File: src/htfd_pkg.sv
// Shared types, constants and the CRC-8 byte step for the
// humidity/temperature frame decoder. No dependencies.
`timescale 1ns / 1ps

package htfd_pkg;

  localparam int unsigned FrameBytes = 7;
  localparam int unsigned PosW       = 3;
  localparam int unsigned RawW       = 20;
  localparam int unsigned HumW       = 14;
  localparam int unsigned TempW      = 15;
  localparam int unsigned HumProdW   = RawW + HumW;
  localparam int unsigned TempProdW  = RawW + TempW;

  localparam logic [PosW-1:0] CheckPos   = PosW'(FrameBytes - 1);
  localparam logic [PosW-1:0] PosHum0    = 3'd1;
  localparam logic [PosW-1:0] PosHum1    = 3'd2;
  localparam logic [PosW-1:0] PosSplit   = 3'd3;
  localparam logic [PosW-1:0] PosTemp1   = 3'd4;
  localparam logic [PosW-1:0] PosTemp2   = 3'd5;

  localparam logic [7:0] CrcPoly = 8'h31;
  localparam logic [7:0] CrcInit = 8'hFF;

  localparam logic [HumW-1:0]  HumScale    = 14'd10000;
  localparam logic [TempW-1:0] TempScale   = 15'd20000;
  localparam logic [TempW-1:0] TempOffset  = 15'd5000;

  // Frame queue between the byte parser and the converter.
  localparam int unsigned QDepth = 2;
  localparam int unsigned QPtrW  = $clog2(QDepth);
  localparam int unsigned QCntW  = $clog2(QDepth + 1);

  typedef struct packed {
    logic [RawW-1:0] raw_hum;
    logic [RawW-1:0] raw_temp;
    logic            crc_ok;
  } frame_t;

  // One byte of CRC-8, MSB first.
  function automatic logic [7:0] crc8_byte(logic [7:0] crc, logic [7:0] data);
    logic [7:0] c;
    c = crc ^ data;
    for (int k = 0; k < 8; k++) begin
      if (c[7]) begin
        c = {c[6:0], 1'b0} ^ CrcPoly;
      end else begin
        c = {c[6:0], 1'b0};
      end
    end
    return c;
  endfunction

endpackage

File: src/htfd_front.sv
// Byte parser: tracks frame position, runs the CRC and assembles the raw codes.
// Depends on htfd_pkg.
`timescale 1ns / 1ps

module htfd_front (
  input  logic              clk_i,
  input  logic              rst_ni,
  input  logic              accept_i,
  input  logic [7:0]        rx_byte_i,
  input  logic              frame_start_i,
  output logic              frame_valid_o,
  output htfd_pkg::frame_t  frame_o
);

  logic [htfd_pkg::PosW-1:0] pos_q, pos_d, pos_eff;
  logic [7:0]                crc_q, crc_d, crc_eff;
  logic [htfd_pkg::RawW-1:0] hum_q, hum_d, hum_eff;
  logic [htfd_pkg::RawW-1:0] temp_q, temp_d, temp_eff;
  logic                      is_check;

  // A start flag drops any partial frame before this byte is used.
  always_comb begin
    if (frame_start_i) begin
      pos_eff  = '0;
      crc_eff  = htfd_pkg::CrcInit;
      hum_eff  = '0;
      temp_eff = '0;
    end else begin
      pos_eff  = pos_q;
      crc_eff  = crc_q;
      hum_eff  = hum_q;
      temp_eff = temp_q;
    end
  end

  assign is_check = (pos_eff >= htfd_pkg::CheckPos);

  always_comb begin
    pos_d  = pos_q;
    crc_d  = crc_q;
    hum_d  = hum_q;
    temp_d = temp_q;
    if (accept_i) begin
      if (is_check) begin
        pos_d  = '0;
        crc_d  = htfd_pkg::CrcInit;
        hum_d  = '0;
        temp_d = '0;
      end else begin
        pos_d  = pos_eff + 3'd1;
        crc_d  = htfd_pkg::crc8_byte(crc_eff, rx_byte_i);
        hum_d  = hum_eff;
        temp_d = temp_eff;
        case (pos_eff)
          htfd_pkg::PosHum0:  hum_d  = {rx_byte_i, 12'd0};
          htfd_pkg::PosHum1:  hum_d  = hum_eff | {8'd0, rx_byte_i, 4'd0};
          htfd_pkg::PosSplit: begin
            hum_d  = hum_eff | {16'd0, rx_byte_i[7:4]};
            temp_d = {rx_byte_i[3:0], 16'd0};
          end
          htfd_pkg::PosTemp1: temp_d = temp_eff | {4'd0, rx_byte_i, 8'd0};
          htfd_pkg::PosTemp2: temp_d = temp_eff | {12'd0, rx_byte_i};
          default: ;
        endcase
      end
    end
  end

  always_ff @(posedge clk_i or negedge rst_ni) begin
    if (!rst_ni) begin
      pos_q  <= '0;
      crc_q  <= htfd_pkg::CrcInit;
      hum_q  <= '0;
      temp_q <= '0;
    end else begin
      pos_q  <= pos_d;
      crc_q  <= crc_d;
      hum_q  <= hum_d;
      temp_q <= temp_d;
    end
  end

  assign frame_valid_o    = accept_i && is_check;
  assign frame_o.raw_hum  = hum_eff;
  assign frame_o.raw_temp = temp_eff;
  assign frame_o.crc_ok   = (rx_byte_i == crc_eff);

endmodule

File: src/htfd_queue.sv
// Short frame queue decoupling the byte parser from the converter.
// Depends on htfd_pkg.
`timescale 1ns / 1ps

module htfd_queue (
  input  logic             clk_i,
  input  logic             rst_ni,
  input  logic             wr_i,
  input  htfd_pkg::frame_t wr_data_i,
  input  logic             rd_i,
  output logic             full_o,
  output logic             valid_o,
  output htfd_pkg::frame_t rd_data_o
);

  htfd_pkg::frame_t                 mem_q [htfd_pkg::QDepth];
  logic [htfd_pkg::QPtrW-1:0]       wptr_q, rptr_q;
  logic [htfd_pkg::QCntW-1:0]       cnt_q;
  logic                             do_wr, do_rd;

  assign full_o    = (cnt_q == htfd_pkg::QCntW'(htfd_pkg::QDepth));
  assign valid_o   = (cnt_q != '0);
  assign do_wr     = wr_i && !full_o;
  assign do_rd     = rd_i && valid_o;
  assign rd_data_o = mem_q[rptr_q];

  always_ff @(posedge clk_i) begin
    if (do_wr) begin
      mem_q[wptr_q] <= wr_data_i;
    end
  end

  always_ff @(posedge clk_i or negedge rst_ni) begin
    if (!rst_ni) begin
      wptr_q <= '0;
      rptr_q <= '0;
      cnt_q  <= '0;
    end else begin
      if (do_wr) begin
        wptr_q <= wptr_q + 1'b1;
      end
      if (do_rd) begin
        rptr_q <= rptr_q + 1'b1;
      end
      case ({do_wr, do_rd})
        2'b10:   cnt_q <= cnt_q + 1'b1;
        2'b01:   cnt_q <= cnt_q - 1'b1;
        default: cnt_q <= cnt_q;
      endcase
    end
  end

endmodule

File: src/htfd_back.sv
// Converter: scales the raw codes to hundredths and holds the result register.
// Depends on htfd_pkg.
`timescale 1ns / 1ps

module htfd_back (
  input  logic                                clk_i,
  input  logic                                rst_ni,
  input  logic                                frame_valid_i,
  input  htfd_pkg::frame_t                    frame_i,
  output logic                                frame_take_o,
  output logic                                empty_o,
  input  logic                                pop_i,
  output logic        [htfd_pkg::HumW-1:0]    humidity_hundredths_o,
  output logic signed [htfd_pkg::TempW-1:0]   temperature_hundredths_o,
  output logic        [htfd_pkg::RawW-1:0]    hum_code_o,
  output logic        [htfd_pkg::RawW-1:0]    temp_code_o,
  output logic                                status_o
);

  logic                                out_valid_q;
  logic [htfd_pkg::HumProdW-1:0]       hum_prod;
  logic [htfd_pkg::TempProdW-1:0]      temp_prod;
  logic [htfd_pkg::HumW-1:0]           hum_d, hum_q;
  logic [htfd_pkg::TempW-1:0]          temp_d, temp_q;
  logic [htfd_pkg::RawW-1:0]           rh_q, rt_q;
  logic                                bad_q;

  assign frame_take_o = frame_valid_i && (!out_valid_q || pop_i);

  assign hum_prod  = htfd_pkg::HumProdW'(frame_i.raw_hum) *
                     htfd_pkg::HumProdW'(htfd_pkg::HumScale);
  assign temp_prod = htfd_pkg::TempProdW'(frame_i.raw_temp) *
                     htfd_pkg::TempProdW'(htfd_pkg::TempScale);

  always_comb begin
    if (frame_i.crc_ok) begin
      hum_d  = hum_prod[htfd_pkg::HumProdW-1 -: htfd_pkg::HumW];
      temp_d = temp_prod[htfd_pkg::TempProdW-1 -: htfd_pkg::TempW] - htfd_pkg::TempOffset;
    end else begin
      hum_d  = '0;
      temp_d = '0;
    end
  end

  always_ff @(posedge clk_i) begin
    if (frame_take_o) begin
      hum_q  <= hum_d;
      temp_q <= temp_d;
      rh_q   <= frame_i.raw_hum;
      rt_q   <= frame_i.raw_temp;
      bad_q  <= !frame_i.crc_ok;
    end
  end

  always_ff @(posedge clk_i or negedge rst_ni) begin
    if (!rst_ni) begin
      out_valid_q <= 1'b0;
    end else if (frame_take_o) begin
      out_valid_q <= 1'b1;
    end else if (pop_i) begin
      out_valid_q <= 1'b0;
    end
  end

  assign empty_o                  = !out_valid_q;
  assign humidity_hundredths_o    = hum_q;
  assign temperature_hundredths_o = signed'(temp_q);
  assign hum_code_o               = rh_q;
  assign temp_code_o              = rt_q;
  assign status_o                 = bad_q;

endmodule

File: src/humidity_temperature_frame_decoder.sv
// Top level of the humidity/temperature frame decoder.
// Depends on htfd_pkg, htfd_front, htfd_queue and htfd_back.
`timescale 1ns / 1ps

// Takes a 7-byte sensor readout one byte per transaction (push/full) and
// returns one result transaction (empty/pop) per completed frame. Bytes 0..5
// feed a CRC-8 (poly 0x31, init 0xFF, MSB first); bytes 1..5 build 20-bit
// humidity and temperature codes; byte 6 is compared with the CRC. A result
// carries both raw codes, humidity in 0.01 %RH, temperature in 0.01 C, and
// status (1 = CRC mismatch, converted values then zero). frame_start marks
// byte 0 and drops any partial frame; without it the frame wraps after the
// seventh byte. Rate: one byte per clock while full is low. A result is
// written to the frame queue when its check byte is taken, then loaded into
// the output register that drives the ports once that register is empty or
// being popped. The two-entry frame queue lets bytes keep flowing while a
// result waits to be popped; full rises only when both queue entries are
// held.

module humidity_temperature_frame_decoder (
  input  logic                                clk_i,
  input  logic                                rst_ni,
  input  logic                                push,
  output logic                                full,
  input  logic        [7:0]                   rx_byte_i,
  input  logic                                frame_start_i,
  output logic                                empty,
  input  logic                                pop,
  output logic        [htfd_pkg::HumW-1:0]    humidity_hundredths_o,
  output logic signed [htfd_pkg::TempW-1:0]   temperature_hundredths_o,
  output logic        [htfd_pkg::RawW-1:0]    hum_code_o,
  output logic        [htfd_pkg::RawW-1:0]    temp_code_o,
  output logic                                status_o
);

  logic             accept;
  logic             front_frame_valid;
  htfd_pkg::frame_t front_frame;
  logic             q_valid;
  htfd_pkg::frame_t q_frame;
  logic             q_take;

  // Any byte stalls while the frame queue is full, so a check byte always
  // finds a slot.
  assign accept = push && !full;

  htfd_front u_front (
    .clk_i         (clk_i),
    .rst_ni        (rst_ni),
    .accept_i      (accept),
    .rx_byte_i     (rx_byte_i),
    .frame_start_i (frame_start_i),
    .frame_valid_o (front_frame_valid),
    .frame_o       (front_frame)
  );

  htfd_queue u_queue (
    .clk_i     (clk_i),
    .rst_ni    (rst_ni),
    .wr_i      (front_frame_valid),
    .wr_data_i (front_frame),
    .rd_i      (q_take),
    .full_o    (full),
    .valid_o   (q_valid),
    .rd_data_o (q_frame)
  );

  htfd_back u_back (
    .clk_i                    (clk_i),
    .rst_ni                   (rst_ni),
    .frame_valid_i            (q_valid),
    .frame_i                  (q_frame),
    .frame_take_o             (q_take),
    .empty_o                  (empty),
    .pop_i                    (pop),
    .humidity_hundredths_o    (humidity_hundredths_o),
    .temperature_hundredths_o (temperature_hundredths_o),
    .hum_code_o               (hum_code_o),
    .temp_code_o              (temp_code_o),
    .status_o                 (status_o)
  );

endmodule

File: config.mk
export PLATFORM = sky130hd
export DESIGN_NAME = humidity_temperature_frame_decoder
export DESIGN_NICKNAME = d
export VERILOG_FILES = /design/src/htfd_pkg.sv /design/src/htfd_front.sv /design/src/htfd_queue.sv /design/src/htfd_back.sv /design/src/humidity_temperature_frame_decoder.sv
export SDC_FILE = /design/constraint.sdc
export NUM_CORES = 1
export LEC_CHECK = 0
export BUFFER_PORTS_ARGS = -buffer_cell sky130_fd_sc_hd__clkbuf_2
export CORE_ASPECT_RATIO = 2
export CORE_UTILIZATION = 56
export DETAILED_ROUTE_END_ITERATION = 8
export PLACE_DENSITY = 0.77
export SLEW_MARGIN = 40
export SYNTH_ARGS = -nofsm -noshare
export SYNTH_HDL_FRONTEND = slang
export SYNTH_HIERARCHICAL = 1
export SYNTH_SLANG_ARGS = --single-unit
File: constraint.sdc
create_clock -name clk_i -period 5.5 [get_ports clk_i]
set_input_delay 0.275 -clock clk_i [delete_from_list [all_inputs] [get_ports clk_i]]
set_output_delay 0.275 -clock clk_i [all_outputs]
set_load 0.02 [all_outputs]
==> results.md <==
* Post-DR vias/cell at 5.35
* Drt pass-1 iters at 4
* Clk root buf: clkbuf_16
* TritonCTS Sinks at 208
* CTS max path bufs at 3
* Max-cap violations at 0
* Status: complete, but fails checks
* Max Clock Skew at 0.0165 ns
* First-pass GRT wire length at 47.6 mm
* CTS HTree Levels at 1
* CP Launch Type: flip-flop
* Area grow syn2layout at 18.4%
* Met2 wire length at 16.8 mm
* Worst relative slew slack at 0.518
* Yosys warnings at 6
* Setup Crit Path Kind: flip-flop to flip-flop
* Post-synthesis cell type count at 81
* RSZ-0062 raised after global routing: yes
* CP max FO at 18
* Syn nets at 1545
* Cts bufs inserted at 19
* Routed Antenna Nets at 0
* GRT Total Usage at 0.230
* Hold WS at 0.0405 ns
* Final nets at 1738
* Die height at 230 µm
* Top layer in use: met4
* Initial antenna violation count at 0
* Grt total ovfl at 0
* Syn_area_per_cell at 11.4 µm²
* WL per Instance at 16.1 µm
* Die W at 116 µm
* Cell Rows at 83
* Worst hold path class: input pin to flip-flop
* Max Clk Rate at 170 MHz
* Mapped Cells at 1273
* Sequential share of the synthesized area at 0.410
* Post-Place Cell Area at 16400 µm²
* Proportion of layout cells with a drive suffix above 1 at 0.255
* Fin worst setup slack at -0.372 ns
* Tcrit/Tclk final at 1.07
* Final slew viol count at 0
* Final GP Congestion at 0.906
* Post-synth EDFFs at 152
* # setup viols final at 15
* Required time of the critical path at 5.76 ns
* Worst slew pin tran at 0.723 ns
* Core footprint at 25700 µm²
* Initial Util at 0.568
* Failing checks: negative setup slack
* Ant diodes at 0
* Minimum clock period at 5.87 ns
* Routed wire length at 29.2 mm
* # port buffers at 84
* Crit path DAT at 6.13 ns
* Clock Latency Late Sink at 0.51 ns
* Cell area after layout at 17300 µm²
* IO Count at 85
* Yosys reg bits at 208
* Clk slew on worst S/H paths at 0.07 ns
* Wl on met1 at 10.4 mm
* Post-route DRC at 0
* Prevailing post-synth register cell: edfxtp_1
* Post-layout util at 0.673
* Via Count at 9738
* CP endpoint kind: flip-flop
* DR WL met3 at 786 µm
* CTS tree: done
* Post-DP HPWL at 23.0 mm
* Synth Cell Area at 14600 µm²
* Die footprint at 26700 µm²
* Final setup TNS at -2.34 ns
* Starting DRC count in detailed routing at 317
* Vias in the first global route at 10200
* Pin count of the biggest net entering global routing at 58
* Hold Vio Cnt, Final at 0
* Async set-or-reset flop fraction in the synthesized netlist at 0.269
==> logic make-up (layout without fill, tap and decap cells) <==
family          count (synthesis)  count (layout)  share of synthesized area
buf+inv                       305             511                     0.0834
xor+xnor                       55              55                     0.0361
flops                         208             208                      0.410
simple gates                  222             222                     0.0797
fa+ha+maj                     259             259                      0.270
mux                            44              44                     0.0337
compound gates                180             180                     0.0873
==> what timing repair did <==
item | 4_1_cts | 5_1_grt
hold buffers | 1 | 0
endpoints found under the hold margin | 48 | 0
setup endpoints to repair | 17 | 20
pin swaps | 4 | 4
buffers inserted | 5 | 1
gates resized for setup | 13 | 34
==> cells in the final DEF, fill, tap and decap left out, types with 4 or more instances in the layout <==
master	instances
a211oi_1	4
dfrtp_1	47
clkbuf_16	19
mux2_4	10
a22o_2	4
o22ai_1	6
nor3_2	4
ha_4	13
inv_1	249
buf_4	119
nand2_1	34
nor2_1	65
clkinvlp_4	4
xor2_1	18
fa_1	92
ha_1	152
o22a_1	6
inv_2	14
o21a_1	8
nand3_1	5
a21oi_1	42
nor3_1	13
o21ai_1	4
edfxtp_1	152
nand2b_1	11
xnor2_1	29
clkbuf_2	84
a21oi_2	6
and3_1	6
mux2_2	31
a31oi_1	4
nand4_1	8
nor2b_1	41
dfstp_2	8
a21o_1	13
and4_1	4
a22o_1	22
o21ai_0	22
==> synthesized netlist by cell type, types with 4 or more instances <==
library cell  number  share of area
a31oi_1            5         0.0021
a211oi_1           5         0.0026
edfxtp_1         152           0.31
nor2_1            67          0.017
buf_4              4         0.0021
a21o_1            13         0.0067
nand2b_1          11         0.0047
nand3_1            6         0.0021
inv_1            267          0.069
ha_1             167           0.14
mux2_2            38          0.029
o21ai_0           29          0.010
nor2b_1           42          0.018
xnor2_1           33          0.020
buf_6              7         0.0054
a21oi_1           49          0.017
o22ai_1            6         0.0026
xor2_1            18          0.011
o22a_1             6         0.0036
and3_1             7         0.0030
a22o_1            22          0.013
fa_1              92           0.13
clkbuf_1          23         0.0059
dfrtp_1           48          0.082
nor3_1            18         0.0062
a22o_2             4         0.0027
o21a_1             8         0.0041
nand2_1           35         0.0090
nand4_1            8         0.0034
and4_1             5         0.0030
dfstp_2            8          0.014
==> metal layers <==
layer	global-route usage	vias to the layer above
met5	0	-
met4	0.108	0
met3	0.0245	80
met2	0.451	192
met1	0.231	4801
li1	-	4665
==> flip-flops by register name (all words and copies together) (netlist names), 3 cells and up <==
name and flops:
u_front/crc_q 8, u_front/temp_q 20, u_back/temperature_hundredths_o 15, u_back/temp_code_o 20, u_front/pos_q 3, u_back/humidity_hundredths_o 14
u_queue/mem_q 82, u_back/hum_code_o 20, u_front/hum_q 20
==> worst max-delay path: stages, from the launching register on <==
cell,delay [ns]
dfrtp_2,0.42
buf_12,0.16
mux2_4,0.33
inv_6,0.08
fa_1,0.43
inv_2,0.08
ha_4,0.20
fa_1,0.53
ha_4,0.30
inv_2,0.03
fa_1,0.49
inv_2,0.05
ha_4,0.21
a211o_1,0.29
a221oi_2,0.30
nor2_1,0.11
or3b_4,0.43
a31oi_4,0.23
xor2_4,0.22
o32ai_4,0.12
a311oi_1,0.35
nand3_2,0.12
mux2i_1,0.13
==> final cells by class <==
cell class                 count  area [µm²]
tap                          340         425
clock buffer                  22         497
timing repair buffer         209        1410
sequential                   208        5980
multi-input combinational    760        7830
clock inverter                12         106
inverter                     268        1020
fill                        1854        8390
==> per-stage QoR <==
stage	worst slack, ns	instances
3_3_place_gp	-0.228	1776
5_1_grt	-0.551	1819
2_1_floorplan	-0.157	1273
6_report	-0.372	1819
3_5_place_dp	-0.300	1778
4_1_cts	-0.298	1818
==> worst paths after layout <==
path | slack [ns] | cells after the start | start | endpoint
max in group asynchronous | 4.57 | 3 | rst_ni | u_queue/rptr_q
worst min-delay path | 0.04 | 3 | pop | u_back/out_valid_q
worst min register to register | 0.49 | 2 | u_front/temp_q[4] | u_front/temp_q[4]
min in group asynchronous | 0.42 | 3 | rst_ni | u_front/hum_q[2]
worst max register to register | -0.37 | 22 | u_queue/rptr_q | u_back/temperature_hundredths_o[14]
worst max-delay path | -0.37 | 22 | u_queue/rptr_q | u_back/temperature_hundredths_o[14]
Power is left out: the tool's default activity adds up to more than one toggle a clock period on the data nets, which glitch-free logic cannot reach.
